**src/design/cau_pkg.sv**
```systemverilog
// ---------------------------------------------------------------------------
// cau_pkg: shared types and constants for the complex arithmetic unit
// Operation codes, fixed field widths and the control bundle of a cell.
// ---------------------------------------------------------------------------
package cau_pkg;

	localparam int IN_W    = 16;
	localparam int KIND_W  = 3;
	localparam int RES_W   = 49;
	localparam int IN_DATA_W  = 64;
	localparam int OUT_DATA_W = 104;

	localparam int OPERAND_WIDTH_DEF = 16;
	localparam int FRAC_BITS_DEF     = 16;

	localparam logic [KIND_W-1:0] K_ADD    = 3'd0;
	localparam logic [KIND_W-1:0] K_SUB_AB = 3'd1;
	localparam logic [KIND_W-1:0] K_SUB_BA = 3'd2;
	localparam logic [KIND_W-1:0] K_MUL    = 3'd3;
	localparam logic [KIND_W-1:0] K_DIV_AB = 3'd4;
	localparam logic [KIND_W-1:0] K_DIV_BA = 3'd5;

	typedef struct packed {
		logic valid;
		logic is_div;
		logic div_zero;
		logic neg_re;
		logic neg_im;
	} ctl_t;

endpackage

```
**src/design/cau_cell.sv**
```systemverilog
// ---------------------------------------------------------------------------
// cau_cell: one step of the divider chain
// Produces one quotient bit for the real and the imaginary lane and hands
// the item, with its side data, to the next cell.
// ---------------------------------------------------------------------------
module cau_cell #(
	parameter int OW = 16,
	parameter int FB = 16
) (
	input  logic clk,
	input  logic arst_n,
	input  logic en,
	input  cau_pkg::ctl_t ctl_i,
	input  logic [2*OW-1:0] den_i,
	input  logic [2*OW:0] rem_re_i,
	input  logic [2*OW:0] rem_im_i,
	input  logic [2*OW+FB-1:0] dvd_re_i,
	input  logic [2*OW+FB-1:0] dvd_im_i,
	input  logic [2*OW+FB-1:0] quo_re_i,
	input  logic [2*OW+FB-1:0] quo_im_i,
	input  logic [cau_pkg::RES_W-1:0] byp_re_i,
	input  logic [cau_pkg::RES_W-1:0] byp_im_i,
	output cau_pkg::ctl_t ctl_o,
	output logic [2*OW-1:0] den_o,
	output logic [2*OW:0] rem_re_o,
	output logic [2*OW:0] rem_im_o,
	output logic [2*OW+FB-1:0] dvd_re_o,
	output logic [2*OW+FB-1:0] dvd_im_o,
	output logic [2*OW+FB-1:0] quo_re_o,
	output logic [2*OW+FB-1:0] quo_im_o,
	output logic [cau_pkg::RES_W-1:0] byp_re_o,
	output logic [cau_pkg::RES_W-1:0] byp_im_o
);
	import cau_pkg::*;

	localparam int DW = 2*OW;
	localparam int QW = DW + FB;
	localparam int RW = DW + 1;

	logic [RW-1:0] t_re, t_im, d_ext, nr_re, nr_im;
	logic          ge_re, ge_im;

	always_comb begin
		d_ext = {1'b0, den_i};
		t_re  = {rem_re_i[RW-2:0], dvd_re_i[QW-1]};
		t_im  = {rem_im_i[RW-2:0], dvd_im_i[QW-1]};
		ge_re = (t_re >= d_ext);
		ge_im = (t_im >= d_ext);
		nr_re = ge_re ? t_re - d_ext : t_re;
		nr_im = ge_im ? t_im - d_ext : t_im;
	end

	always_ff @(posedge clk or negedge arst_n) begin
		if (!arst_n) begin
			ctl_o <= '0;
		end else if (en) begin
			ctl_o <= ctl_i;
		end
	end

	always_ff @(posedge clk) begin
		if (en) begin
			den_o    <= den_i;
			rem_re_o <= nr_re;
			rem_im_o <= nr_im;
			dvd_re_o <= {dvd_re_i[QW-2:0], 1'b0};
			dvd_im_o <= {dvd_im_i[QW-2:0], 1'b0};
			quo_re_o <= {quo_re_i[QW-2:0], ge_re};
			quo_im_o <= {quo_im_i[QW-2:0], ge_im};
			byp_re_o <= byp_re_i;
			byp_im_o <= byp_im_i;
		end
	end

endmodule

```
**config.mk**
```make
export PLATFORM = sky130hd
export DESIGN_NAME = cau_cell
export DESIGN_NICKNAME = d
export VERILOG_FILES = /design/src/design/cau_pkg.sv /design/src/design/cau_cell.sv
export SDC_FILE = /design/constraint.sdc
export NUM_CORES = 1
export LEC_CHECK = 0
export BUFFER_PORTS_ARGS = -buffer_cell sky130_fd_sc_hd__buf_4
export CAP_MARGIN = 25
export CORE_AREA = 2 2 303 305
export CTS_BUF_LIST = sky130_fd_sc_hd__clkbuf_2 sky130_fd_sc_hd__clkbuf_4 sky130_fd_sc_hd__clkbuf_8
export CTS_CLUSTER_DIAMETER = 30
export DETAILED_ROUTE_END_ITERATION = 10
export DIE_AREA = 0 0 305 307
export MAX_ROUTING_LAYER = met4
export PLACE_DENSITY = 0.46
export SYNTH_ARGS = -nofsm -noshare
export SYNTH_HDL_FRONTEND = slang
export SYNTH_SLANG_ARGS = --single-unit
```
**constraint.sdc**
```tcl
create_clock -name clk -period 0.95 [get_ports clk]
set_input_delay 0.095 -clock clk [delete_from_list [all_inputs] [get_ports clk]]
set_output_delay 0.095 -clock clk [all_outputs]
set_load 0.01 [all_outputs]
```
==> metrics.txt <==
status=complete, but fails checks; failing checks=negative hold slack, negative setup slack; post-synth top area cell=edfxtp_1; post-layout worst setup margin=-1.15 ns; final slew viol count=0; Slowest cell on crit path=fa_2; Place WS=-2.40 ns; Final Hold Viols=8; detailed-route DRC error count=0; Post-Route Skew=0 ns; Crit. End Element=flip-flop; final cell count without fillers=slightly above 4000; Worst R2R End=ctl_o[0]$_DFFE_PN0P_; required time of the critical path=1.44 ns; FP Rows=about 110; Die Ht=slightly above 300 um; most common cell after layout, fill and taps aside=buf_4; IO Pins=789; Core Util, Final=0.404; vias in the first global route=17600; Static Leak=between 15 and 20 nW; layout cells sized above 1=0.529; hold slack=-0.454 ns; clk root buf=clkbuf_8; # H-tree levels=3; die footprint=approximately 0.094 mm^2; CTS Buf Count=102; Critical Path End=rem_im_o[32]$_DFFE_PP_; CP startpoint=dvd_im_i[47]; Via-to-Cell Ratio=3.97; critical path depth=13; first-pass GRT wire length=114 mm; Yosys cell types=74; GR Util All Layers=0.171; post-synthesis sequential area ratio=0.716; Worst Setup Start Kind=primary input; Final min period=about 2.1 ns; Setup TNS=-231.45 ns; DP HPWL=about 60 mm; worst skew pair latency=~0.74 ns; cell total after placement=3309; ys flop type=edfxtp_1; Yosys reg bits=391; gpl congestion=0.857; Die W=between 300 and 400 um; kind of critical path=primary input to flip-flop; Final setup viols=between 400 and 500; antenna violations before repair=16; CTS clk-pin slew, worst paths=roughly 0.050 ns; Yosys warnings=0; critical-path maximum fanout=3; synthesized area per cell=15.4 um^2; Largest delay share family, worst path=compound AO/OA/AOI/OAI gates; NumNets Final=3256; Mapped Area=0.0164 mm^2; fillcell total=8406; max_cap viols=0; power density cells=1610 mW/mm^2; Worst VDD drop=1.06 mV; post-route clock period utilization=2.21; DR vias=16200; largest net degree at the start of global routing=32; worst-path cell chain=buf_12, inv_4, ha_4, fa_2, nor2b_4, o2111ai_4, a211oi_4, o32ai_4, o21a_1, o21ai_2, a21o_1, a41oi_2, mux2_4; initial DRC count=between 800 and 900; Post-Syn Instances=approximately 1100; setup slack, reg-to-reg=-0.05 ns; core region area=0.0907 mm^2; reg2reg start=ctl_o[0]$_DFFE_PN0P_; Hold WC Path Type=primary input to flip-flop; Buffers & Inverters on Critical Path=2; WL final=82.1 mm; Most Used Layer, Global Route=met2; most frequent cells in the layout=buf_4 (710), dlygate4sd3_1 (524), edfxtp_1 (386), buf_6 (384), clkbuf_8 (102); Initial Util=0.181; EDFF count, synth=a little under 400; worst r2r path cells=3; Yosys top cell area share=0.708; max frequency=between 400 and 500 MHz; drt pass-1 iters=4; dominant cells by area after synthesis=edfxtp_1 (71%), ha_1 (4.9%), a21oi_1 (2.4%); CP max stage delay=0.36 ns; Worst Path Arrival=2.59 ns; routing usage on met1=0.170; antenna-violating nets left=0; CTS tree=yes; FFs w/ async S/R, synth=0.0128; Area Growth Syn to Fin=124%; met2 Use GR=0.300; GR Overflow Total=0; met3 Use GR=0.0623; RSZ-0062 raised after global routing=yes; Routed WL per cell=20.2 um; # port buffers=782; clk buf depth=3; CTS Sinks=391
[cells by family after synthesis]
logic type | Yosys count | share of synthesized area
flops | 391 | 0.716
xor+xnor | 54 | 0.0289
buf+inv | 88 | 0.0259
compound gates | 235 | 0.0975
mux | 25 | 0.0187
fa+ha+maj | 66 | 0.0514
simple gates | 206 | 0.0617
other cells | 1 | 0.000229
[timing repair]
item / CTS / global route
gates cloned: 4 / 2
endpoints found under the hold margin: 780 / 23
hold buffers: 508 / 16
endpoints found under the setup margin: 459 / 459
resized for setup: 430 / 127
buffers inserted: 26 / 17
pin swaps: 43 / 29
[worst min path at each step]
stage,from,endpoint,slack [ns],cells after the start
CTS,den_i[4],den_o[4]$_DFFE_PP_,-0.56,1
floorplan,arst_n,ctl_o[0]$_DFFE_PN0P_,-0.20,0
detailed placement,arst_n,ctl_o[0]$_DFFE_PN0P_,-0.1,1
finish,den_i[4],den_o[4]$_DFFE_PP_,-0.45,1
global route,den_i[4],den_o[4]$_DFFE_PP_,-0.51,1
global placement,arst_n,ctl_o[2]$_DFFE_PN0P_,-0.10,1
[cell usage after synthesis, types with 2 or more instances]
cell type  instances
a211oi_1           7
a21boi_0           4
a21o_1            22
a21oi_1           79
a21oi_2           22
a311oi_1           2
a31oi_1            7
a41oi_1            2
and2_1             3
and3_1             6
buf_12             3
buf_2              5
buf_4              4
buf_6              3
clkbuf_1          16
dfrtp_1            5
edfxtp_1         386
fa_1               2
ha_1              64
inv_1             55
mux2_2            16
mux2_4             7
nand2_1           38
nand2b_1          10
nand3_1           15
nand4_1           14
nor2_1            65
nor2_2            17
nor2b_1           12
nor3_1            12
nor4_1             5
o211ai_1           3
o21a_1             8
o21ai_0           35
o21ai_1            8
o21bai_1           9
o221ai_1           3
o31ai_1            2
or3_1              3
xnor2_1           31
xor2_1            23
[stage by stage]
stage	area [um^2]	power, W
2_1_floorplan	17100	0.0260
3_3_place_gp	26700	0.0329
3_5_place_dp	26700	0.0330
4_1_cts	35900	0.0590
5_1_grt	36600	0.0615
6_report	36600	0.0590
[routing by layer]
metal  up-vias  part of all wire
met5         -                 0
met4         0             0.040
met3       158             0.079
met2       621              0.52
met1      7832              0.36
li1       7555                 -
[layout make-up]
type                    count  area (um^2)  share of cell area
repair buffers           1656        15600               0.426
clock buffers             121         1550              0.0422
clock inverters            63          584              0.0159
multi-input cells         588         5370               0.146
inverters                  55          297             0.00809
well taps                1186         1480              0.0405
diodes                     12         30.0            0.000820
flip-flops and latches    391        11700               0.320
[report_power, final]
group	switching [W]	internal (W)	total, W
sequential	0.000936	0.0209	0.0219
combinational	0.00616	0.00869	0.0148
clock	0.00914	0.0131	0.0222
total	0.0162	0.0427	0.0590
[sequential cells by signal (all words and copies together) (netlist names)]
| signal | count |
|---|---|
| byp_im_o | 49 |
| byp_re_o | 49 |
| quo_im_o | 48 |
| quo_re_o | 48 |
| dvd_im_o | 47 |
| dvd_re_o | 47 |
| rem_im_o | 33 |
| rem_re_o | 33 |
| den_o | 32 |
| ctl_o | 5 |
(Power assumes the default switching activity.)
